[src/rtl/battery_charge_power_supervisor_core_defines.svh]
// ----------------------------------------------------------------------------
// Battery charge and power supervisor - assertion macros
// Shared concurrent assertion forms, clocked on clk and disabled in reset.
// ----------------------------------------------------------------------------
`ifndef BATTERY_CHARGE_POWER_SUPERVISOR_CORE_DEFINES_SVH
`define BATTERY_CHARGE_POWER_SUPERVISOR_CORE_DEFINES_SVH

// Consequent must hold in the same cycle as the antecedent
`define BCPS_ASSERT_NOW(lbl, ante, cons, msg) \
  lbl: assert property (@(posedge clk) disable iff (rst) (ante) |-> (cons)) \
    else $error(msg);

// Consequent must hold in the cycle after the antecedent
`define BCPS_ASSERT_NEXT(lbl, ante, cons, msg) \
  lbl: assert property (@(posedge clk) disable iff (rst) (ante) |=> (cons)) \
    else $error(msg);

`endif

[src/rtl/bcps_pkg.sv]
// ----------------------------------------------------------------------------
// Battery charge and power supervisor - package
// Field widths, flag positions, reason and command codes, reset values and
// the item types carried between the channel stages.
// ----------------------------------------------------------------------------
`default_nettype none

package bcps_pkg;

  // Field widths
  localparam int TIME_W  = 32;
  localparam int TEMP_W  = 19;
  localparam int HYST_W  = 15;
  localparam int CNT_W   = 8;
  localparam int FLAGS_W = 12;
  localparam int CF_W    = 3;
  localparam int PF_W    = 2;
  localparam int POLL_W  = 15;
  localparam int IDX_W   = 3;
  localparam int DATA_W  = 32;

  // Status flag bit positions
  localparam int FL_DC_PRES  = 0;
  localparam int FL_DC_GOOD  = 1;
  localparam int FL_BAT_PRES = 2;
  localparam int FL_DIS_LO   = 3;
  localparam int FL_DIS_HI   = 4;
  localparam int FL_CHG_LO   = 5;
  localparam int FL_CHG_HI   = 6;
  localparam int FL_CHG_EN   = 7;
  localparam int FL_CHARGING = 8;
  localparam int FL_PWR_ON   = 9;
  localparam int FL_USER_OFF = 10;
  localparam int FL_KEY      = 11;

  // Charge failure reasons
  localparam logic [CF_W-1:0] CF_NONE      = 3'd0;
  localparam logic [CF_W-1:0] CF_LOW_TEMP  = 3'd1;
  localparam logic [CF_W-1:0] CF_HIGH_TEMP = 3'd2;
  localparam logic [CF_W-1:0] CF_NO_DCIN   = 3'd3;
  localparam logic [CF_W-1:0] CF_BAD_DCIN  = 3'd4;
  localparam logic [CF_W-1:0] CF_NO_BAT    = 3'd5;

  // Power failure reasons
  localparam logic [PF_W-1:0] PF_NONE     = 2'd0;
  localparam logic [PF_W-1:0] PF_BAT_LOW  = 2'd1;
  localparam logic [PF_W-1:0] PF_TEMP_LOW = 2'd2;
  localparam logic [PF_W-1:0] PF_TEMP_HI  = 2'd3;

  // Item kinds
  localparam logic [1:0] FN_TICK = 2'd0;
  localparam logic [1:0] FN_KEY  = 2'd1;
  localparam logic [1:0] FN_CMD  = 2'd2;

  // Key events
  localparam logic [1:0] KEY_PRESS        = 2'd0;
  localparam logic [1:0] KEY_RELEASE      = 2'd1;
  localparam logic [1:0] KEY_LONG_PRESS   = 2'd2;
  localparam logic [1:0] KEY_LONG_RELEASE = 2'd3;

  // Power commands
  localparam logic [1:0] CMD_ON       = 2'd0;
  localparam logic [1:0] CMD_SHUTDOWN = 2'd1;
  localparam logic [1:0] CMD_REBOOT   = 2'd2;

  // Register indexes
  localparam logic [IDX_W-1:0] REG_TEMP_MIN_DIS = 3'd0;
  localparam logic [IDX_W-1:0] REG_TEMP_MAX_DIS = 3'd1;
  localparam logic [IDX_W-1:0] REG_TEMP_MIN_CHG = 3'd2;
  localparam logic [IDX_W-1:0] REG_TEMP_MAX_CHG = 3'd3;
  localparam logic [IDX_W-1:0] REG_TEMP_HYST    = 3'd4;
  localparam logic [IDX_W-1:0] REG_RETRY_TEMP   = 3'd5;
  localparam logic [IDX_W-1:0] REG_RETRY_LOST   = 3'd6;
  localparam logic [IDX_W-1:0] REG_RETRY_BAD    = 3'd7;

  // Register reset values
  localparam logic signed [TEMP_W-1:0] RST_TEMP_MIN_DIS = -19'sd20000;
  localparam logic signed [TEMP_W-1:0] RST_TEMP_MAX_DIS = 19'sd60000;
  localparam logic signed [TEMP_W-1:0] RST_TEMP_MIN_CHG = 19'sd0;
  localparam logic signed [TEMP_W-1:0] RST_TEMP_MAX_CHG = 19'sd45000;
  localparam logic [HYST_W-1:0]        RST_TEMP_HYST    = 15'd2000;
  localparam logic [TIME_W-1:0]        RST_RETRY_TEMP   = 32'd60000;
  localparam logic [TIME_W-1:0]        RST_RETRY_LOST   = 32'd5000;
  localparam logic [TIME_W-1:0]        RST_RETRY_BAD    = 32'd600000;

  // Fixed timing and limits
  localparam logic [TIME_W-1:0] MIN_CHARGE_MS  = 32'd10000;
  localparam logic [CNT_W-1:0]  BAD_DCIN_LIMIT = 8'd5;
  localparam logic [TIME_W-1:0] DCIN_SETTLE_MS = 32'd5000;
  localparam logic [CNT_W-1:0]  CNT_MAX        = 8'd255;

  // Poll intervals
  localparam logic [POLL_W-1:0] POLL_CHARGING = 15'd200;
  localparam logic [POLL_W-1:0] POLL_CHG_EN   = 15'd500;
  localparam logic [POLL_W-1:0] POLL_DCIN     = 15'd1000;
  localparam logic [POLL_W-1:0] POLL_IDLE     = 15'd30000;
  localparam logic [POLL_W-1:0] POLL_REBOOT   = 15'd2000;

  // One input item
  typedef struct packed {
    logic [1:0]               func;
    logic [TIME_W-1:0]        now_ms;
    logic                     dc_detect;
    logic                     dc_in_range;
    logic                     bat_detect;
    logic signed [TEMP_W-1:0] bat_temp;
    logic                     bat_discharged;
    logic                     charger_active;
    logic [1:0]               key_event;
    logic [1:0]               power_cmd;
    logic                     dcin_pin_level;
    logic                     key_pin_level;
  } in_item_t;

  // One result item
  typedef struct packed {
    logic [FLAGS_W-1:0] status_flags;
    logic               charger_enable;
    logic               supply_enable;
    logic               irq_raise;
    logic [CF_W-1:0]    charge_fail_reason;
    logic [PF_W-1:0]    power_fail_reason;
    logic               ignore_dcin_voltage;
    logic [POLL_W-1:0]  next_poll_ms;
    logic               sleep_allowed;
  } res_item_t;

endpackage

`default_nettype wire

[src/rtl/bcps_if.sv]
// ----------------------------------------------------------------------------
// Battery charge and power supervisor - channel interfaces
// Valid/ready channels for input items, result items and register writes.
// ----------------------------------------------------------------------------
`default_nettype none

// Input item channel
interface bcps_in_if
  import bcps_pkg::*;
();
  logic                     valid;
  logic                     ready;
  logic [1:0]               func;
  logic [TIME_W-1:0]        now_ms;
  logic                     dc_detect;
  logic                     dc_in_range;
  logic                     bat_detect;
  logic signed [TEMP_W-1:0] bat_temp;
  logic                     bat_discharged;
  logic                     charger_active;
  logic [1:0]               key_event;
  logic [1:0]               power_cmd;
  logic                     dcin_pin_level;
  logic                     key_pin_level;

  modport source (
    output valid, func, now_ms, dc_detect, dc_in_range, bat_detect, bat_temp,
           bat_discharged, charger_active, key_event, power_cmd, dcin_pin_level,
           key_pin_level,
    input  ready
  );
  modport sink (
    input  valid, func, now_ms, dc_detect, dc_in_range, bat_detect, bat_temp,
           bat_discharged, charger_active, key_event, power_cmd, dcin_pin_level,
           key_pin_level,
    output ready
  );
endinterface

// Result item channel
interface bcps_out_if
  import bcps_pkg::*;
();
  logic               valid;
  logic               ready;
  logic [FLAGS_W-1:0] status_flags;
  logic               charger_enable;
  logic               supply_enable;
  logic               irq_raise;
  logic [CF_W-1:0]    charge_fail_reason;
  logic [PF_W-1:0]    power_fail_reason;
  logic               ignore_dcin_voltage;
  logic [POLL_W-1:0]  next_poll_ms;
  logic               sleep_allowed;

  modport source (
    output valid, status_flags, charger_enable, supply_enable, irq_raise,
           charge_fail_reason, power_fail_reason, ignore_dcin_voltage,
           next_poll_ms, sleep_allowed,
    input  ready
  );
  modport sink (
    input  valid, status_flags, charger_enable, supply_enable, irq_raise,
           charge_fail_reason, power_fail_reason, ignore_dcin_voltage,
           next_poll_ms, sleep_allowed,
    output ready
  );
endinterface

// Register write channel
interface bcps_cfg_if
  import bcps_pkg::*;
();
  logic              valid;
  logic              ready;
  logic [IDX_W-1:0]  index;
  logic [DATA_W-1:0] data;

  modport source (output valid, index, data, input ready);
  modport sink   (input valid, index, data, output ready);
endinterface

`default_nettype wire

[src/rtl/battery_charge_power_supervisor_core.sv]
// ----------------------------------------------------------------------------
// Battery charge and power supervisor core
// Keeps the PMIC status flags, temperature limits, charge hold-off and power
// state; turns each tick, key event or power command into one status result.
// ----------------------------------------------------------------------------
// Usage:
//   in_ch  : one transfer per monitor tick, power key event or power command.
//   out_ch : one result per input item, in the same order.
//   cfg    : register writes, always ready; write only while the core is idle.
// Path: an accepted item is registered in the input stage and is then
//   evaluated into the result register.
// Throughput: one item per cycle while results are taken. The whole update
//   (temperature compares with hysteresis, charge check, hold-off compare,
//   power check, poll choice) is one pass of logic between the input stage
//   and the result register.
// Reset: flags, counters, timestamps and the ignore-DCIN request clear to
//   zero, registers take their default limits and both stages empty.
// Stall: a result held by the receiver keeps its register; the input stage
//   still takes one more item and then input ready drops until the result
//   is taken.
// ----------------------------------------------------------------------------
`default_nettype none

`include "battery_charge_power_supervisor_core_defines.svh"

module battery_charge_power_supervisor_core
  import bcps_pkg::*;
(
  input  wire logic   clk,
  input  wire logic   rst,
  bcps_in_if.sink     in_ch,
  bcps_out_if.source  out_ch,
  bcps_cfg_if.sink    cfg
);

  // --------------------------------------------------------------------------
  // Helpers
  // --------------------------------------------------------------------------
  function automatic logic [CF_W-1:0] charge_check(
    input logic             bat_pres,
    input logic             dc_pres,
    input logic             dc_good,
    input logic [CNT_W-1:0] bad_cnt,
    input logic             chg_lo,
    input logic             chg_hi
  );
    logic [CF_W-1:0] r;
    if (!bat_pres) begin
      r = CF_NO_BAT;
    end else if (!dc_pres) begin
      r = CF_NO_DCIN;
    end else if (!dc_good) begin
      r = (bad_cnt >= BAD_DCIN_LIMIT) ? CF_BAD_DCIN : CF_NO_DCIN;
    end else if (chg_lo) begin
      r = CF_LOW_TEMP;
    end else if (chg_hi) begin
      r = CF_HIGH_TEMP;
    end else begin
      r = CF_NONE;
    end
    return r;
  endfunction

  function automatic logic [PF_W-1:0] power_check(
    input logic dc_good,
    input logic discharged,
    input logic dis_lo,
    input logic dis_hi
  );
    logic [PF_W-1:0] r;
    r = PF_NONE;
    if (!dc_good) begin
      if (discharged) begin
        r = PF_BAT_LOW;
      end else if (dis_lo) begin
        r = PF_TEMP_LOW;
      end else if (dis_hi) begin
        r = PF_TEMP_HI;
      end
    end
    return r;
  endfunction

  function automatic logic [CNT_W-1:0] sat_inc(input logic [CNT_W-1:0] c);
    return (c != CNT_MAX) ? c + 1'b1 : c;
  endfunction

  // --------------------------------------------------------------------------
  // Registers and state
  // --------------------------------------------------------------------------
  logic signed [TEMP_W-1:0] reg_tmin_dis, reg_tmax_dis, reg_tmin_chg, reg_tmax_chg;
  logic [HYST_W-1:0]        reg_hyst;
  logic [TIME_W-1:0]        reg_retry_temp, reg_retry_lost, reg_retry_bad;

  logic [FLAGS_W-1:0] flags, flags_next;
  logic [CF_W-1:0]    last_fail_reason, last_fail_reason_next;
  logic [TIME_W-1:0]  last_fail_time, last_fail_time_next;
  logic [CNT_W-1:0]   fail_count, fail_count_next;
  logic [CNT_W-1:0]   bad_dcin_count, bad_dcin_count_next;
  logic [TIME_W-1:0]  charge_start_time, charge_start_time_next;
  logic [TIME_W-1:0]  dcin_connect_time, dcin_connect_time_next;
  logic               ignore_dcin, ignore_dcin_next;

  // Pipeline stages
  in_item_t  s1;
  logic      s1_valid;
  res_item_t res, res_next;
  logic      res_valid;
  logic      advance;

  // Evaluation signals
  logic signed [TEMP_W:0] t_ext;
  logic signed [TEMP_W:0] dis_lo_ext, dis_hi_ext, chg_lo_ext, chg_hi_ext;
  logic signed [TEMP_W:0] dis_lo_rec, dis_hi_rec, chg_lo_rec, chg_hi_rec;
  logic                   dis_lo_new, dis_hi_new, chg_lo_new, chg_hi_new;
  logic [TIME_W-1:0]      holdoff, since_fail, since_start, since_connect;
  logic                   dc_rising, disabled;
  logic [CF_W-1:0]        cfail;
  logic [PF_W-1:0]        pfail_tick;
  logic [POLL_W-1:0]      poll;
  logic                   sleep;

  // --------------------------------------------------------------------------
  // Handshakes
  // --------------------------------------------------------------------------
  assign advance     = s1_valid && (!res_valid || out_ch.ready);
  assign in_ch.ready = !s1_valid || advance;
  assign cfg.ready   = 1'b1;

  // Capture input transfers
  always_ff @(posedge clk) begin
    if (rst) begin
      s1_valid <= 1'b0;
    end else if (in_ch.valid && in_ch.ready) begin
      s1_valid <= 1'b1;
    end else if (advance) begin
      s1_valid <= 1'b0;
    end
    if (in_ch.valid && in_ch.ready) begin
      s1.func           <= in_ch.func;
      s1.now_ms         <= in_ch.now_ms;
      s1.dc_detect      <= in_ch.dc_detect;
      s1.dc_in_range    <= in_ch.dc_in_range;
      s1.bat_detect     <= in_ch.bat_detect;
      s1.bat_temp       <= in_ch.bat_temp;
      s1.bat_discharged <= in_ch.bat_discharged;
      s1.charger_active <= in_ch.charger_active;
      s1.key_event      <= in_ch.key_event;
      s1.power_cmd      <= in_ch.power_cmd;
      s1.dcin_pin_level <= in_ch.dcin_pin_level;
      s1.key_pin_level  <= in_ch.key_pin_level;
    end
  end

  // --------------------------------------------------------------------------
  // Configuration writes
  // --------------------------------------------------------------------------
  always_ff @(posedge clk) begin
    if (rst) begin
      reg_tmin_dis   <= RST_TEMP_MIN_DIS;
      reg_tmax_dis   <= RST_TEMP_MAX_DIS;
      reg_tmin_chg   <= RST_TEMP_MIN_CHG;
      reg_tmax_chg   <= RST_TEMP_MAX_CHG;
      reg_hyst       <= RST_TEMP_HYST;
      reg_retry_temp <= RST_RETRY_TEMP;
      reg_retry_lost <= RST_RETRY_LOST;
      reg_retry_bad  <= RST_RETRY_BAD;
    end else if (cfg.valid && cfg.ready) begin
      unique case (cfg.index)
        REG_TEMP_MIN_DIS: reg_tmin_dis   <= cfg.data[TEMP_W-1:0];
        REG_TEMP_MAX_DIS: reg_tmax_dis   <= cfg.data[TEMP_W-1:0];
        REG_TEMP_MIN_CHG: reg_tmin_chg   <= cfg.data[TEMP_W-1:0];
        REG_TEMP_MAX_CHG: reg_tmax_chg   <= cfg.data[TEMP_W-1:0];
        REG_TEMP_HYST:    reg_hyst       <= cfg.data[HYST_W-1:0];
        REG_RETRY_TEMP:   reg_retry_temp <= cfg.data;
        REG_RETRY_LOST:   reg_retry_lost <= cfg.data;
        REG_RETRY_BAD:    reg_retry_bad  <= cfg.data;
      endcase
    end
  end

  // --------------------------------------------------------------------------
  // Temperature limits with hysteresis
  // --------------------------------------------------------------------------
  assign t_ext      = {s1.bat_temp[TEMP_W-1], s1.bat_temp};
  assign dis_lo_ext = {reg_tmin_dis[TEMP_W-1], reg_tmin_dis};
  assign dis_hi_ext = {reg_tmax_dis[TEMP_W-1], reg_tmax_dis};
  assign chg_lo_ext = {reg_tmin_chg[TEMP_W-1], reg_tmin_chg};
  assign chg_hi_ext = {reg_tmax_chg[TEMP_W-1], reg_tmax_chg};

  // Recovery points: low limits clear above limit plus margin, high below
  assign dis_lo_rec = dis_lo_ext + $signed({{(TEMP_W + 1 - HYST_W){1'b0}}, reg_hyst});
  assign dis_hi_rec = dis_hi_ext - $signed({{(TEMP_W + 1 - HYST_W){1'b0}}, reg_hyst});
  assign chg_lo_rec = chg_lo_ext + $signed({{(TEMP_W + 1 - HYST_W){1'b0}}, reg_hyst});
  assign chg_hi_rec = chg_hi_ext - $signed({{(TEMP_W + 1 - HYST_W){1'b0}}, reg_hyst});

  // Keep a flag until recovered, set it at its limit
  assign dis_lo_new = (flags[FL_DIS_LO] && !(t_ext > dis_lo_rec)) || (t_ext <= dis_lo_ext);
  assign dis_hi_new = (flags[FL_DIS_HI] && !(t_ext < dis_hi_rec)) || (t_ext >= dis_hi_ext);
  assign chg_lo_new = (flags[FL_CHG_LO] && !(t_ext > chg_lo_rec)) || (t_ext <= chg_lo_ext);
  assign chg_hi_new = (flags[FL_CHG_HI] && !(t_ext < chg_hi_rec)) || (t_ext >= chg_hi_ext);

  assign dc_rising = !flags[FL_DC_PRES] && s1.dc_detect;

  // --------------------------------------------------------------------------
  // Item evaluation
  // --------------------------------------------------------------------------
  always_comb begin
    flags_next             = flags;
    last_fail_reason_next  = last_fail_reason;
    last_fail_time_next    = last_fail_time;
    fail_count_next        = fail_count;
    bad_dcin_count_next    = bad_dcin_count;
    charge_start_time_next = charge_start_time;
    dcin_connect_time_next = dcin_connect_time;
    ignore_dcin_next       = ignore_dcin;
    cfail                  = CF_NONE;
    pfail_tick             = PF_NONE;
    poll                   = '0;
    sleep                  = 1'b0;
    holdoff                = '0;
    since_fail             = '0;
    since_start            = '0;
    since_connect          = '0;
    disabled               = 1'b0;

    unique case (s1.func)
      FN_TICK: begin
        // Supply presence; a reconnect downgrades a bad-supply failure
        flags_next[FL_DC_PRES] = s1.dc_detect;
        if (dc_rising) begin
          dcin_connect_time_next = s1.now_ms;
          if (last_fail_reason == CF_BAD_DCIN) begin
            last_fail_reason_next = CF_NO_DCIN;
            fail_count_next       = '0;
            last_fail_time_next   = s1.now_ms;
            bad_dcin_count_next   = '0;
          end
        end
        flags_next[FL_DC_GOOD]  = s1.dc_detect && s1.dc_in_range;
        flags_next[FL_BAT_PRES] = s1.bat_detect;
        flags_next[FL_DIS_LO]   = dis_lo_new;
        flags_next[FL_DIS_HI]   = dis_hi_new;
        flags_next[FL_CHG_LO]   = chg_lo_new;
        flags_next[FL_CHG_HI]   = chg_hi_new;

        cfail = charge_check(flags_next[FL_BAT_PRES], flags_next[FL_DC_PRES],
                             flags_next[FL_DC_GOOD], bad_dcin_count_next,
                             chg_lo_new, chg_hi_new);

        // Hold-off after the last failure
        case (last_fail_reason_next) inside
          CF_LOW_TEMP, CF_HIGH_TEMP: holdoff = reg_retry_temp;
          CF_NO_DCIN:                holdoff = reg_retry_lost;
          CF_BAD_DCIN:               holdoff = reg_retry_bad;
          default:                   holdoff = '0;
        endcase
        since_fail = s1.now_ms - last_fail_time_next;
        disabled   = !flags_next[FL_DC_GOOD] ||
                     ((last_fail_time_next != '0) && (since_fail < holdoff));

        // Start charging
        if (!flags_next[FL_CHG_EN] && (cfail == CF_NONE) && !disabled) begin
          charge_start_time_next = s1.now_ms;
          flags_next[FL_CHG_EN]  = 1'b1;
        end

        // Drop charging on a failure; count short charge runs
        since_start = s1.now_ms - charge_start_time_next;
        if (flags_next[FL_CHG_EN] && (cfail != CF_NONE)) begin
          last_fail_reason_next = cfail;
          last_fail_time_next   = s1.now_ms;
          if (since_start < MIN_CHARGE_MS) begin
            fail_count_next = sat_inc(fail_count_next);
            if (cfail == CF_NO_DCIN) begin
              bad_dcin_count_next = sat_inc(bad_dcin_count_next);
            end
          end else begin
            fail_count_next     = '0;
            bad_dcin_count_next = '0;
          end
          flags_next[FL_CHG_EN] = 1'b0;
        end
        flags_next[FL_CHARGING] = s1.charger_active && flags_next[FL_CHG_EN];

        // Automatic power on, forced power off
        pfail_tick = power_check(flags_next[FL_DC_GOOD], s1.bat_discharged,
                                 dis_lo_new, dis_hi_new);
        if (pfail_tick == PF_NONE) begin
          if (!flags[FL_PWR_ON] && !flags[FL_USER_OFF]) begin
            flags_next[FL_PWR_ON] = 1'b1;
          end
        end else if (flags[FL_PWR_ON]) begin
          flags_next[FL_PWR_ON]   = 1'b0;
          flags_next[FL_USER_OFF] = 1'b0;
        end

        // Choose the poll interval or grant sleep
        since_connect = s1.now_ms - dcin_connect_time_next;
        if (flags_next[FL_CHARGING]) begin
          poll = POLL_CHARGING;
        end else if (flags_next[FL_CHG_EN]) begin
          poll = POLL_CHG_EN;
        end else if (flags_next[FL_DC_GOOD]) begin
          poll = POLL_DCIN;
        end else if (flags_next[FL_DC_PRES] && (since_connect <= DCIN_SETTLE_MS)) begin
          poll = POLL_DCIN;
        end else if (!flags_next[FL_PWR_ON] && !flags_next[FL_DC_PRES] &&
                     !s1.dcin_pin_level && !s1.key_pin_level) begin
          sleep = 1'b1;
        end else begin
          poll = POLL_IDLE;
        end
      end

      FN_KEY: begin
        case (s1.key_event)
          KEY_PRESS: begin
            ignore_dcin_next = 1'b1;
          end
          KEY_RELEASE: begin
            ignore_dcin_next        = 1'b0;
            flags_next[FL_USER_OFF] = 1'b0;
          end
          KEY_LONG_PRESS: begin
            flags_next[FL_PWR_ON]   = 1'b0;
            flags_next[FL_USER_OFF] = 1'b1;
          end
          default: begin
            ignore_dcin_next = 1'b0;
          end
        endcase
        flags_next[FL_KEY] = (s1.key_event == KEY_PRESS) ||
                             (s1.key_event == KEY_LONG_PRESS);
        cfail = charge_check(flags[FL_BAT_PRES], flags[FL_DC_PRES], flags[FL_DC_GOOD],
                             bad_dcin_count, flags[FL_CHG_LO], flags[FL_CHG_HI]);
      end

      FN_CMD: begin
        case (s1.power_cmd)
          CMD_ON: begin
            if (power_check(flags[FL_DC_GOOD], s1.bat_discharged, flags[FL_DIS_LO],
                            flags[FL_DIS_HI]) == PF_NONE) begin
              flags_next[FL_PWR_ON]   = 1'b1;
              flags_next[FL_USER_OFF] = 1'b0;
            end
          end
          CMD_SHUTDOWN: begin
            flags_next[FL_PWR_ON]   = 1'b0;
            flags_next[FL_USER_OFF] = 1'b1;
          end
          CMD_REBOOT: begin
            flags_next[FL_PWR_ON]   = 1'b0;
            flags_next[FL_USER_OFF] = 1'b0;
            poll                    = POLL_REBOOT;
          end
          default: begin
          end
        endcase
        cfail = charge_check(flags[FL_BAT_PRES], flags[FL_DC_PRES], flags[FL_DC_GOOD],
                             bad_dcin_count, flags[FL_CHG_LO], flags[FL_CHG_HI]);
      end

      default: begin
        cfail = charge_check(flags[FL_BAT_PRES], flags[FL_DC_PRES], flags[FL_DC_GOOD],
                             bad_dcin_count, flags[FL_CHG_LO], flags[FL_CHG_HI]);
      end
    endcase
  end

  // Assemble the result
  always_comb begin
    res_next.status_flags        = flags_next;
    res_next.charger_enable      = flags_next[FL_CHG_EN];
    res_next.supply_enable       = flags_next[FL_PWR_ON];
    res_next.irq_raise           = (flags_next != flags);
    res_next.charge_fail_reason  = cfail;
    res_next.power_fail_reason   = power_check(flags_next[FL_DC_GOOD], s1.bat_discharged,
                                               flags_next[FL_DIS_LO],
                                               flags_next[FL_DIS_HI]);
    res_next.ignore_dcin_voltage = ignore_dcin_next;
    res_next.next_poll_ms        = poll;
    res_next.sleep_allowed       = sleep;
  end

  // --------------------------------------------------------------------------
  // State and result registers
  // --------------------------------------------------------------------------
  always_ff @(posedge clk) begin
    if (rst) begin
      flags             <= '0;
      last_fail_reason  <= CF_NONE;
      last_fail_time    <= '0;
      fail_count        <= '0;
      bad_dcin_count    <= '0;
      charge_start_time <= '0;
      dcin_connect_time <= '0;
      ignore_dcin       <= 1'b0;
    end else if (advance) begin
      flags             <= flags_next;
      last_fail_reason  <= last_fail_reason_next;
      last_fail_time    <= last_fail_time_next;
      fail_count        <= fail_count_next;
      bad_dcin_count    <= bad_dcin_count_next;
      charge_start_time <= charge_start_time_next;
      dcin_connect_time <= dcin_connect_time_next;
      ignore_dcin       <= ignore_dcin_next;
    end
  end

  always_ff @(posedge clk) begin
    if (rst) begin
      res_valid <= 1'b0;
    end else if (advance) begin
      res_valid <= 1'b1;
    end else if (out_ch.ready) begin
      res_valid <= 1'b0;
    end
    if (advance) begin
      res <= res_next;
    end
  end

  // Drive the result channel
  assign out_ch.valid               = res_valid;
  assign out_ch.status_flags        = res.status_flags;
  assign out_ch.charger_enable      = res.charger_enable;
  assign out_ch.supply_enable       = res.supply_enable;
  assign out_ch.irq_raise           = res.irq_raise;
  assign out_ch.charge_fail_reason  = res.charge_fail_reason;
  assign out_ch.power_fail_reason   = res.power_fail_reason;
  assign out_ch.ignore_dcin_voltage = res.ignore_dcin_voltage;
  assign out_ch.next_poll_ms        = res.next_poll_ms;
  assign out_ch.sleep_allowed       = res.sleep_allowed;

  // --------------------------------------------------------------------------
  // Assertions
  // --------------------------------------------------------------------------
  `BCPS_ASSERT_NEXT(a_adv_fills_result, advance, res_valid,
    "evaluated item did not reach the result register")
  `BCPS_ASSERT_NEXT(a_stage_holds, s1_valid && !advance, s1_valid,
    "input stage lost an item that was not evaluated")
  `BCPS_ASSERT_NOW(a_pin_drives, res_valid,
    (res.charger_enable == res.status_flags[FL_CHG_EN]) &&
    (res.supply_enable == res.status_flags[FL_PWR_ON]),
    "pin drives disagree with status flags")
  `BCPS_ASSERT_NOW(a_sleep_quiet, res_valid && res.sleep_allowed,
    (res.next_poll_ms == '0) && !res.status_flags[FL_PWR_ON] &&
    !res.status_flags[FL_DC_PRES],
    "sleep granted with polling or supply active")

endmodule

`default_nettype wire

[src/flat_wrapper.sv]
// flat-port wrapper written by rule: the top's interface ports become plain ports
module battery_charge_power_supervisor_core_flat import bcps_pkg::*;
  (clk, rst, in_ch_valid, in_ch_func, in_ch_now_ms, in_ch_dc_detect, in_ch_dc_in_range, in_ch_bat_detect, in_ch_bat_temp, in_ch_bat_discharged, in_ch_charger_active, in_ch_key_event, in_ch_power_cmd, in_ch_dcin_pin_level, in_ch_key_pin_level, in_ch_ready, out_ch_valid, out_ch_status_flags, out_ch_charger_enable, out_ch_supply_enable, out_ch_irq_raise, out_ch_charge_fail_reason, out_ch_power_fail_reason, out_ch_ignore_dcin_voltage, out_ch_next_poll_ms, out_ch_sleep_allowed, out_ch_ready, cfg_valid, cfg_index, cfg_data, cfg_ready);
  bcps_in_if in_ch_i ();
  bcps_out_if out_ch_i ();
  bcps_cfg_if cfg_i ();
  input  wire logic clk;
  input  wire logic rst;
  input wire logic [$bits(in_ch_i.valid)-1:0] in_ch_valid;
  input wire logic [$bits(in_ch_i.func)-1:0] in_ch_func;
  input wire logic [$bits(in_ch_i.now_ms)-1:0] in_ch_now_ms;
  input wire logic [$bits(in_ch_i.dc_detect)-1:0] in_ch_dc_detect;
  input wire logic [$bits(in_ch_i.dc_in_range)-1:0] in_ch_dc_in_range;
  input wire logic [$bits(in_ch_i.bat_detect)-1:0] in_ch_bat_detect;
  input wire logic [$bits(in_ch_i.bat_temp)-1:0] in_ch_bat_temp;
  input wire logic [$bits(in_ch_i.bat_discharged)-1:0] in_ch_bat_discharged;
  input wire logic [$bits(in_ch_i.charger_active)-1:0] in_ch_charger_active;
  input wire logic [$bits(in_ch_i.key_event)-1:0] in_ch_key_event;
  input wire logic [$bits(in_ch_i.power_cmd)-1:0] in_ch_power_cmd;
  input wire logic [$bits(in_ch_i.dcin_pin_level)-1:0] in_ch_dcin_pin_level;
  input wire logic [$bits(in_ch_i.key_pin_level)-1:0] in_ch_key_pin_level;
  output wire logic [$bits(in_ch_i.ready)-1:0] in_ch_ready;
  output wire logic [$bits(out_ch_i.valid)-1:0] out_ch_valid;
  output wire logic [$bits(out_ch_i.status_flags)-1:0] out_ch_status_flags;
  output wire logic [$bits(out_ch_i.charger_enable)-1:0] out_ch_charger_enable;
  output wire logic [$bits(out_ch_i.supply_enable)-1:0] out_ch_supply_enable;
  output wire logic [$bits(out_ch_i.irq_raise)-1:0] out_ch_irq_raise;
  output wire logic [$bits(out_ch_i.charge_fail_reason)-1:0] out_ch_charge_fail_reason;
  output wire logic [$bits(out_ch_i.power_fail_reason)-1:0] out_ch_power_fail_reason;
  output wire logic [$bits(out_ch_i.ignore_dcin_voltage)-1:0] out_ch_ignore_dcin_voltage;
  output wire logic [$bits(out_ch_i.next_poll_ms)-1:0] out_ch_next_poll_ms;
  output wire logic [$bits(out_ch_i.sleep_allowed)-1:0] out_ch_sleep_allowed;
  input wire logic [$bits(out_ch_i.ready)-1:0] out_ch_ready;
  input wire logic [$bits(cfg_i.valid)-1:0] cfg_valid;
  input wire logic [$bits(cfg_i.index)-1:0] cfg_index;
  input wire logic [$bits(cfg_i.data)-1:0] cfg_data;
  output wire logic [$bits(cfg_i.ready)-1:0] cfg_ready;
  assign in_ch_i.valid = in_ch_valid;
  assign in_ch_i.func = in_ch_func;
  assign in_ch_i.now_ms = in_ch_now_ms;
  assign in_ch_i.dc_detect = in_ch_dc_detect;
  assign in_ch_i.dc_in_range = in_ch_dc_in_range;
  assign in_ch_i.bat_detect = in_ch_bat_detect;
  assign in_ch_i.bat_temp = in_ch_bat_temp;
  assign in_ch_i.bat_discharged = in_ch_bat_discharged;
  assign in_ch_i.charger_active = in_ch_charger_active;
  assign in_ch_i.key_event = in_ch_key_event;
  assign in_ch_i.power_cmd = in_ch_power_cmd;
  assign in_ch_i.dcin_pin_level = in_ch_dcin_pin_level;
  assign in_ch_i.key_pin_level = in_ch_key_pin_level;
  assign in_ch_ready = in_ch_i.ready;
  assign out_ch_valid = out_ch_i.valid;
  assign out_ch_status_flags = out_ch_i.status_flags;
  assign out_ch_charger_enable = out_ch_i.charger_enable;
  assign out_ch_supply_enable = out_ch_i.supply_enable;
  assign out_ch_irq_raise = out_ch_i.irq_raise;
  assign out_ch_charge_fail_reason = out_ch_i.charge_fail_reason;
  assign out_ch_power_fail_reason = out_ch_i.power_fail_reason;
  assign out_ch_ignore_dcin_voltage = out_ch_i.ignore_dcin_voltage;
  assign out_ch_next_poll_ms = out_ch_i.next_poll_ms;
  assign out_ch_sleep_allowed = out_ch_i.sleep_allowed;
  assign out_ch_i.ready = out_ch_ready;
  assign cfg_i.valid = cfg_valid;
  assign cfg_i.index = cfg_index;
  assign cfg_i.data = cfg_data;
  assign cfg_ready = cfg_i.ready;
  battery_charge_power_supervisor_core u_core (.clk(clk), .rst(rst), .in_ch(in_ch_i), .out_ch(out_ch_i), .cfg(cfg_i));
endmodule
[config.mk]
export PLATFORM = sky130hd
export DESIGN_NAME = battery_charge_power_supervisor_core_flat
export DESIGN_NICKNAME = d
export VERILOG_FILES = /design/src/rtl/bcps_pkg.sv /design/src/rtl/bcps_if.sv /design/src/rtl/battery_charge_power_supervisor_core.sv /design/src/flat_wrapper.sv
export VERILOG_INCLUDE_DIRS = /design/src /design/src/rtl
export SDC_FILE = /design/constraint.sdc
export NUM_CORES = 1
export LEC_CHECK = 0
export ABC_AREA = 1
export BUFFER_PORTS_ARGS = -buffer_cell sky130_fd_sc_hd__buf_2
export CORE_MARGIN = 2
export CORE_UTILIZATION = 28
export CTS_CLUSTER_DIAMETER = 60
export DETAILED_ROUTE_END_ITERATION = 8
export PLACE_DENSITY = 0.49
export SYNTH_ARGS = -nofsm -noshare
export SYNTH_HDL_FRONTEND = slang
export SYNTH_SLANG_ARGS = --single-unit
[constraint.sdc]
create_clock -name clk -period 11.8 [get_ports clk]
set_input_delay 2.36 -clock clk [delete_from_list [all_inputs] [get_ports clk]]
set_output_delay 2.36 -clock clk [all_outputs]
set_load 0.02 [all_outputs]
==> flow_summary_export.csv, run 1 <==
group,metric,value,unit
yosys,syn_inst,4020,
placed_design,hpwlAfterDp,68530,um
drt,routed_via_density,4.741,
critical_path,cp-endpoint,"u_core.bad_dcin_count[0]$_SDFFE_PP0P_",
clock_tree,post_cts_buffers,0,
critical_path,critical_path.startpoint,"u_core.last_fail_reason[0]$_SDFFE_PP0P_",
yosys,yosysWarningCount,0,
yosys,synth_compound_gate_area_share,0.1988,
timing,timing.slew.headroom,0.2649,
yosys,ys_seq_area_frac,0.3107,
drt,drt-initial-drc-count,1727,
yosys,synth_fa_ha_area_frac,0.1498,
timing,rsz0062_at_grt,"false",
layout,layout_common_cells,"nand2_1, inv_1, o21ai_0",
global_route,track_usage,0.1687,
timing,finalSetupTns,0,ns
clock_tree,clockBufferDepth,3,
timing,max_slew.worst_pin.slew,1.099,ns
yosys,synth_xor_area_frac,0.04153,
drt,drcViolationCount,0,
layout,final_common_cell,"nand2_1",
timing,fin_crit_sh,0.8201,
clock_tree,cts_root_buf,"clkbuf_16",
drt,antenna_left,0,
timing,hold_viol,0,
run_status,status,"finished clean",
floorplanning,start_util,0.2832,
yosys,synthSimpleGateAreaFrac,0.2036,
drt,routed_wl,90690,um
floorplanning,die_x,325.2,um
clock_tree,numCtsBuffers,66,
clock_tree,cts.hold.buffers_added,0,
floorplanning,die_h,325.2,um
drt,detail_route.wl_per_cell,16.38,um
clock_tree,insertion_delay,0.63,ns
floorplanning,num_rows,117,
yosys,syn_area,28900,sq um
power,cellPowerDensity,128.0,nW/um^2
critical_path,cp_common_cell,"nand2_1",
power,power,4.236,mW
yosys,synth_flop_cell,"dfxtp_1",
yosys,ys_ff_latch,402,
yosys,synth_top_family_by_area,"simple AND/OR/NAND/NOR gates",
power,leakage,14.91,nW
yosys,async_flop_share,0,
floorplanning,ios,144,
global_route,grt_max_degree,97,
placed_design,port_buffers,139,
critical_path,crit_slowest_cell,"inv_2",
clock_tree,htree_levels,3,
placed_design,gp_congestion,0.8708,
critical_path,crit_fanout,28,
yosys,netlist-cell-type-count,59,
critical_path,startpoint_type,"flip-flop",
drt,vias,26240,
yosys,synth_mux_area_frac,0,
critical_path,critPathRequiredTime,12.34,ns
power,ir_worst_vdd,0.1044,mV
timing,clock.fmax,103.3,MHz
clock_tree,cts_tree,"yes",
timing,period_minus_slack,9.677,ns
timing,maxSlewViolCount,0,
global_route,grt_antenna_before_repair,9,
clock_tree,cts_sinks,402,
clock_tree,clk_pin_slew,0.06,ns
critical_path,crit_arrival,10.22,ns
global_route,grt_pass1_vias,25530,
critical_path,r2r_cells,58,
clock_tree,post_cts_resized,0,
yosys,synth_edf_count,93,
layout,drive_gt1_frac,0.08333,
global_route,gr-total-overflow,0,
timing,skew,0.03854,ns
yosys,synthTopCellsByArea,"dfxtp_1, ha_1, edfxtp_1, nand2_1, inv_1",
critical_path,r2r-end,"u_core.bad_dcin_count[0]$_SDFFE_PP0P_",
yosys,synth_top_cell_area_share,0.2141,
critical_path,critPathMaxStageDelay,0.50,ns
layout,syn_to_final_growth,14.50,%
layout,fin_nets,4559,
global_route,grt_pass1_wl,142000,um
min_path,hp-class,"flip-flop to flip-flop",
floorplanning,die_area,105800,sq um
yosys,yosys.area.top_type,"dfxtp_1",
critical_path,r2r-start,"u_core.last_fail_reason[0]$_SDFFE_PP0P_",
critical_path,crit_type,"flip-flop to flip-flop",
critical_path,worst_setup_path_end_kind,"flip-flop",
timing,setup_violations,0,
critical_path,r2r_slack,2.12,ns
yosys,syn_avg_cell_area,7.188,sq um
run,maxCapViolations,0,
drt,drt-pass1-iter-count,6,
floorplanning,coreArea,102000,sq um
-- registers in the layout, indices dropped and copies added, names as in the netlist, 32 cells and up --
signal                    count
u_core.dcin_connect_time     32
u_core.last_fail_time        32
u_core.reg_retry_lost        32
u_core.reg_retry_temp        32
u_core.s1                    64
u_core.charge_start_time     32
u_core.reg_retry_bad         32
-- power breakdown --
| group | internal, mW | leakage (nW) | switching (mW) |
|---|---|---|---|
| Sequential | 1.47 | 3.40 | 0.0560 |
| Clock | 1.17 | 1.07 | 0.765 |
| Combinational | 0.282 | 10.4 | 0.496 |
-- worst min-delay path by stage --
stage | startpoint | end | slack [ns] | depth (start not counted)
after floorplan | u_core.reg_retry_temp[11]$_SDFFE_PP1P_ | u_core.reg_retry_temp[11]$_SDFFE_PP1P_ | 0.42 | 2
after global placement | u_core.reg_retry_temp[13]$_SDFFE_PP1P_ | u_core.reg_retry_temp[13]$_SDFFE_PP1P_ | 0.43 | 2
after detailed placement | u_core.reg_retry_temp[5]$_SDFFE_PP1P_ | u_core.reg_retry_temp[5]$_SDFFE_PP1P_ | 0.44 | 2
after CTS | u_core.reg_retry_temp[13]$_SDFFE_PP1P_ | u_core.reg_retry_temp[13]$_SDFFE_PP1P_ | 0.45 | 2
after global routing | u_core.reg_retry_bad[7]$_SDFFE_PP1P_ | u_core.reg_retry_bad[7]$_SDFFE_PP1P_ | 0.47 | 2
final | u_core.reg_retry_temp[5]$_SDFFE_PP1P_ | u_core.reg_retry_temp[5]$_SDFFE_PP1P_ | 0.45 | 2
-- Yosys cell counts (10+ instances only) --
master and n:
edfxtp_1 93, a21oi_1 412, xor2_1 86, o21a_1 10, nor2_1 362, dfxtp_1 309
xnor2_1 51, clkbuf_1 115, nand4_1 53, o21bai_1 36, inv_1 557, o211ai_1 69
nor3_1 31, ha_1 338, nand3_1 152, a22oi_1 28, nand2_1 725, a211oi_1 11
nand3_2 14, o21ai_0 416, buf_4 10
-- critical path: cells and delay by family (launching register included) --
family,cells,cell delay [ns]
DFF,1,0.32
xor gates and xnor gates,1,0.09
AOI/OAI and AO/OA,19,3.41
buffers and inverters,7,1.20
adders and majority gates,3,1.03
and+or+nand+nor,28,3.52
-- layer usage --
metal / up-vias / global-route usage / share of wire
li1: 13660 / - / -
met5: - / 0 / 0.00025
met3: 125 / 0.02305 / 0.035
met2: 404 / 0.2897 / 0.47
met1: 12040 / 0.2195 / 0.47
met4: 4 / 0.04821 / 0.026
-- area by class of cell --
| class | instances | area [sq um] |
|---|---|---|
| Antenna cell | 3 | 7.507 |
| Clock inverter | 39 | 389.1 |
| Multi-Input combinational cell | 2907 | 17190 |
| Timing Repair Buffer | 165 | 890.9 |
| Fill cell | 11130 | 68950 |
| Inverter | 570 | 2146 |
| Sequential cell | 402 | 8979 |
| Tap cell | 1368 | 1712 |
| Clock buffer | 81 | 1768 |
-- cells by family after synthesis --
group	Yosys count
AO/OA/AOI/OAI	1037
XOR/XNOR	137
adder cells (fa/ha/maj)	343
buffers and inverters	713
flip-flops	402
other	2
AND/OR/NAND/NOR	1386
-- per-stage QoR --
step / area [sq um] / hold slack [ns] / cells / utilization / worst slack, ns
2_1_floorplan: 28900 / 0.4236 / 4022 / - / 3.551
3_3_place_gp: 30920 / 0.4320 / 5412 / 0.3030 / 2.152
3_5_place_dp: 30920 / 0.4390 / 5412 / 0.3030 / 2.127
4_1_cts: 33080 / 0.4541 / 5532 / 0.3242 / 2.044
5_1_grt: 33080 / 0.4749 / 5534 / 0.3242 / 0.7750
6_report: 33090 / 0.4511 / 5535 / 0.3243 / 2.123
No activity file was read; power rests on OpenSTA's default activity.
==> run 2: changes to the inputs <==
- clock period: 11.8 -> 9.7 ns (I/O delays scaled with it)
==> run 2 against run 1 <==
Effect of this change:
- clock skew down 0.0093 ns
- cell area down 0.19%
- utilization down 0.063 points
- setup slack got worse by 1.0 ns
- sequential power grew 22%
- first-iteration DRC count is 0.23% higher
- global-route usage rose by 0.080 points
==> flow_summary_export.csv, run 2 (same netlist as run 1, synthesis figures left out) <==
group,metric,value,unit
run_status,status,"finished clean",
critical_path,crit_family,"simple AND/OR/NAND/NOR gates",
critical_path,crit_arrival,9.18,ns
clock_tree,clk_pin_slew,0.06,ns
layout,layout_common_cells,"nand2_1, inv_1, o21ai_0",
floorplanning,die_h,325.2,um
drt,drt-initial-drc-count,1731,
floorplanning,coreArea,102000,sq um
timing,setup_ws,1.092,ns
timing,rsz0062_at_grt,"false",
clock_tree,cts_sinks,402,
drt,drt-pass1-iter-count,6,
critical_path,crit_buf_inv,6,
global_route,gr-total-overflow,0,
clock_tree,post_cts_buffers,0,
layout,fin_nets,4562,
critical_path,crit_fanout,52,
critical_path,critPathRequiredTime,10.27,ns
timing,hold_viol,0,
timing,maxSlewViolCount,0,
layout,final_util,0.3236,
min_path,hp-class,"flip-flop to flip-flop",
clock_tree,cts_tree,"yes",
global_route,grt_max_degree,99,
layout,finalInstanceArea,33020,sq um
layout,largest_reg_flops,64,
floorplanning,num_rows,117,
floorplanning,die_x,325.2,um
clock_tree,cts_root_buf,"clkbuf_16",
critical_path,critPathMaxStageDelay,0.41,ns
critical_path,cp_common_cell,"nand2_1",
timing,clock.fmax,116.2,MHz
global_route,grt_pass1_vias,25480,
floorplanning,ios,144,
critical_path,worst_setup_path_end_kind,"flip-flop",
power,cellPowerDensity,152.6,nW/um^2
drt,routed_via_density,4.791,
timing,timing.slew.headroom,0.2315,
floorplanning,die_area,105800,sq um
placed_design,dp_cells,5423,
layout,syn_to_final_growth,14.28,%
critical_path,startpoint_type,"flip-flop",
placed_design,gp_congestion,0.8771,
clock_tree,clockBufferDepth,3,
drt,drcViolationCount,0,
timing,period_minus_slack,8.608,ns
timing,max_slew.worst_pin.slew,1.148,ns
layout,final_common_cell,"nand2_1",
placed_design,port_buffers,139,
placed_design,dpl_cell_area,31020,sq um
global_route,grt_pass1_wl,142500,um
clock_tree,numCtsBuffers,58,
layout,final_cells,5528,
critical_path,crit_type,"flip-flop to flip-flop",
floorplanning,start_util,0.2832,
power,ir_worst_vdd,0.1312,mV
drt,detail_route.wl_per_cell,16.60,um
drt,routed_wl,91750,um
power,leakage,14.87,nW
run,maxCapViolations,0,
clock_tree,htree_levels,2,
drt,vias,26480,
critical_path,crit_slowest_cell,"fa_1",
clock_tree,insertion_delay,0.64,ns
timing,fin_crit_sh,0.8874,
placed_design,hpwlAfterDp,69070,um
global_route,track_usage,0.1695,
layout,drive_gt1_frac,0.08343,
timing,setup_violations,0,
drt,antenna_left,0,
timing,finalSetupTns,0,ns
layout,largest_register,"u_core.s1",
timing,skew,0.02922,ns
placed_design,dp_worst_setup_slack,0.6337,ns
global_route,grt_antenna_before_repair,8,
[run 2: cell types whose count changed in the layout (fill, tap and decap cells not counted), sizes merged]
cell    change
clkinv      -6
diode       -2
clkbuf     -10
buf        +11
inv         -4
bufinv      +4
[run 2: path summary, 6_finish.rpt]
kind                                          start                                endpoint  slack [ns]  cells after the start
max                    u_core.flags[0]$_SDFFE_PP0P_   u_core.bad_dcin_count[2]$_SDFFE_PP0P_        1.09                     58
min          u_core.reg_retry_temp[11]$_SDFFE_PP1P_  u_core.reg_retry_temp[11]$_SDFFE_PP1P_        0.45                      2
max reg2reg            u_core.flags[0]$_SDFFE_PP0P_   u_core.bad_dcin_count[2]$_SDFFE_PP0P_        1.09                     58
min reg2reg  u_core.reg_retry_temp[11]$_SDFFE_PP1P_  u_core.reg_retry_temp[11]$_SDFFE_PP1P_        0.45                      2
[run 2: cell type report]
type	count	area (sq um)
tap	1368	1712
sequential	402	8979
multi-input combinational	2907	17210
timing repair buffer	176	985.9
clock inverter	33	424.2
fill	10970	69010
clock buffer	71	1560
antenna	1	2.502
inverter	570	2146
[run 2: power by group]
group / switching, mW / internal (mW) / leakage, nW
Combinational: 0.614 / 0.348 / 10.5
Clock: 0.871 / 1.36 / 0.976
Sequential: 0.0652 / 1.78 / 3.40
Total: 1.55 / 3.49 / 14.9
[run 2: timing repair]
action / in CTS / in global routing
gates resized for setup: 0 / 9
hold buffers: 0 / 0
setup endpoints to repair: 0 / 8
[run 2: tightest hold or removal path, stage by stage, from the launching register on]
cell	delay (ns)
dfxtp_1	0.32
nand2_1	0.05
nand3_1	0.05
[run 2: routing by layer]
metal	wire [um]	up-vias	global-route usage
met1	42560	12170	0.2197
met4	2576	4	0.04982
met5	27	-	0
met3	3867	146	0.02378
li1	-	13670	-
met2	42710	496	0.2910
[run 2: through the flow]
stage	total power [mW]	hold slack, ns
2_1_floorplan	2.549	0.4236
3_3_place_gp	2.840	0.4335
3_5_place_dp	2.843	0.4403
4_1_cts	5.110	0.4543
5_1_grt	5.314	0.4746
6_report	5.038	0.4498
==> run 3: changes to the inputs <==
- BUFFER_PORTS_ARGS: -buffer_cell sky130_fd_sc_hd__buf_2 -> not set
- DONT_BUFFER_PORTS: not set -> 1
- PLACE_DENSITY: 0.49 -> 0.47
==> run 3 against run 2 <==
Effect of this change:
- hold slack improved by 0.0033 ns
- cell area shrank 1.7%
- first-iteration DRC count down 20%
- sequential power about the same
- sequential share of layout area up 0.48 points
- maximum frequency down 1.8%
- non-clock buffer count decreased by 139
- global-route usage grew 0.13 points
- sequential cell count did not move
- register-to-register slack got worse by 0.16 ns
- critical path type unchanged
- largest cell class unchanged
==> flow_summary_export.csv, run 3 (same netlist as run 1, synthesis figures left out) <==
group,metric,value,unit
clock_tree,cts_tree,"yes",
critical_path,r2r-start,"u_core.reg_tmin_chg[0]$_SDFFE_PP0P_",
drt,antenna_left,0,
timing,max_slew.worst_pin.slew,1.015,ns
global_route,grt_pass1_wl,142600,um
power,leakage,14.37,nW
global_route,gr-total-overflow,0,
critical_path,crit_fanout,52,
placed_design,dpl_cell_area,30320,sq um
placed_design,port_buffers,0,
drt,routed_wl,91810,um
timing,timing.slew.headroom,0.3232,
timing,fin_crit_sh,0.9040,
layout,largest_register,"u_core.s1",
placed_design,hpwlAfterDp,69090,um
floorplanning,start_util,0.2832,
clock_tree,clk_pin_slew,0.06,ns
drt,drt-pass1-iter-count,5,
drt,detail_route.wl_per_cell,17.00,um
layout,drive_gt1_frac,0.05458,
placed_design,gp_congestion,0.8753,
power,ir_worst_vdd,0.1346,mV
layout,layout_common_cells,"nand2_1, inv_1, o21ai_0",
clock_tree,numCtsBuffers,61,
drt,drcViolationCount,0,
global_route,grt_antenna_before_repair,1,
clock_tree,htree_levels,2,
run,maxCapViolations,0,
floorplanning,die_x,325.2,um
min_path,hp-class,"flip-flop to flip-flop",
layout,finalInstanceArea,32450,sq um
critical_path,critical_path.startpoint,"u_core.reg_tmin_chg[0]$_SDFFE_PP0P_",
layout,syn_to_final_growth,12.29,%
floorplanning,ios,144,
drt,routed_via_density,4.758,
critical_path,crit_slowest_cell,"dfxtp_1",
timing,maxSlewViolCount,0,
clock_tree,clockBufferDepth,3,
global_route,track_usage,0.1708,
critical_path,crit_type,"flip-flop to flip-flop",
timing,period_minus_slack,8.769,ns
global_route,grt_max_degree,102,
critical_path,critPathMaxStageDelay,0.41,ns
floorplanning,num_rows,117,
timing,hold_viol,0,
timing,skew,0.03709,ns
layout,final_util,0.3180,
layout,largest_reg_flops,64,
layout,final_common_cell,"nand2_1",
drt,vias,25690,
critical_path,worst_setup_path_end_kind,"flip-flop",
run_status,status,"finished clean",
timing,setup_violations,0,
floorplanning,coreArea,102000,sq um
power,cellPowerDensity,155.2,nW/um^2
clock_tree,cts_root_buf,"clkbuf_16",
critical_path,critPathRequiredTime,10.29,ns
clock_tree,insertion_delay,0.68,ns
floorplanning,die_h,325.2,um
min_path,hold_start,"u_core.reg_retry_bad[10]$_SDFFE_PP1P_",
clock_tree,cts_sinks,402,
critical_path,startpoint_type,"flip-flop",
critical_path,cp_common_cell,"nand2_1",
critical_path,crit_arrival,9.36,ns
layout,fin_nets,4426,
floorplanning,die_area,105800,sq um
drt,drt-initial-drc-count,1389,
timing,clock.fmax,114.0,MHz
global_route,grt_pass1_vias,24910,
clock_tree,cts.hold.buffers_added,0,
==> run 3: final cells by class <==
cell class              count  area [sq um]
fillers                 11090         69590
multi-input cells        2907         17230
flip-flops and latches    402          8979
inverters                 570          2146
clock buffers              82          1733
well taps                1368          1712
clock inverters            33         356.6
repair buffers             37         290.3
diodes                      1         2.502
==> run 3: through the flow <==
step                hold slack (ns)  setup TNS [ns]  total power [mW]  instances  setup slack (ns)
global placement             0.4323               0             2.790       5284            0.6178
CTS                          0.4521               0             5.112       5399            0.5292
global route                 0.4788        -0.01296             5.324       5399         -0.009910
finish                       0.4532               0             5.036       5400            0.9311
floorplan                    0.4236               0             2.549       4022             1.451
detailed placement           0.4373               0             2.794       5284            0.5711
==> run 3: timing repair <==
action                     4_1_cts  5_1_grt
gates resized for setup          0       14
setup endpoints to repair        0        8
buffers inserted                 0        0
==> run 3: critical path, delay by kind of cell, from the launching register on <==
kind | cells | cell delay [ns]
buf+inv | 2 | 0.34
fa+ha+maj | 4 | 1.06
flops | 1 | 0.41
xor+xnor | 1 | 0.16
compound gates | 18 | 3.18
simple gates | 29 | 3.47
==> run 3: path summary, 6_finish.rpt <==
path,end,slack (ns),cells after the start
max reg2reg,u_core.bad_dcin_count[3]$_SDFFE_PP0P_,0.93,54
max,u_core.bad_dcin_count[3]$_SDFFE_PP0P_,0.93,54
min,u_core.reg_retry_bad[10]$_SDFFE_PP1P_,0.45,2
min reg2reg,u_core.reg_retry_bad[10]$_SDFFE_PP1P_,0.45,2
==> run 3: per-layer routing <==
| metal | wire (um) | up-vias | GRT usage |
|---|---|---|---|
| met3 | 3924 | 122 | 0.02665 |
| met2 | 42170 | 458 | 0.2863 |
| met4 | 2373 | 0 | 0.05153 |
| met5 | 0 | - | 0 |
| li1 | - | 13420 | - |
| met1 | 43340 | 11700 | 0.2247 |
==> run 3: power breakdown <==
part | internal [mW] | total [mW] | switching, mW
Combinational | 0.328 | 0.901 | 0.573
Clock | 1.35 | 2.28 | 0.925
Sequential | 1.78 | 1.86 | 0.0759
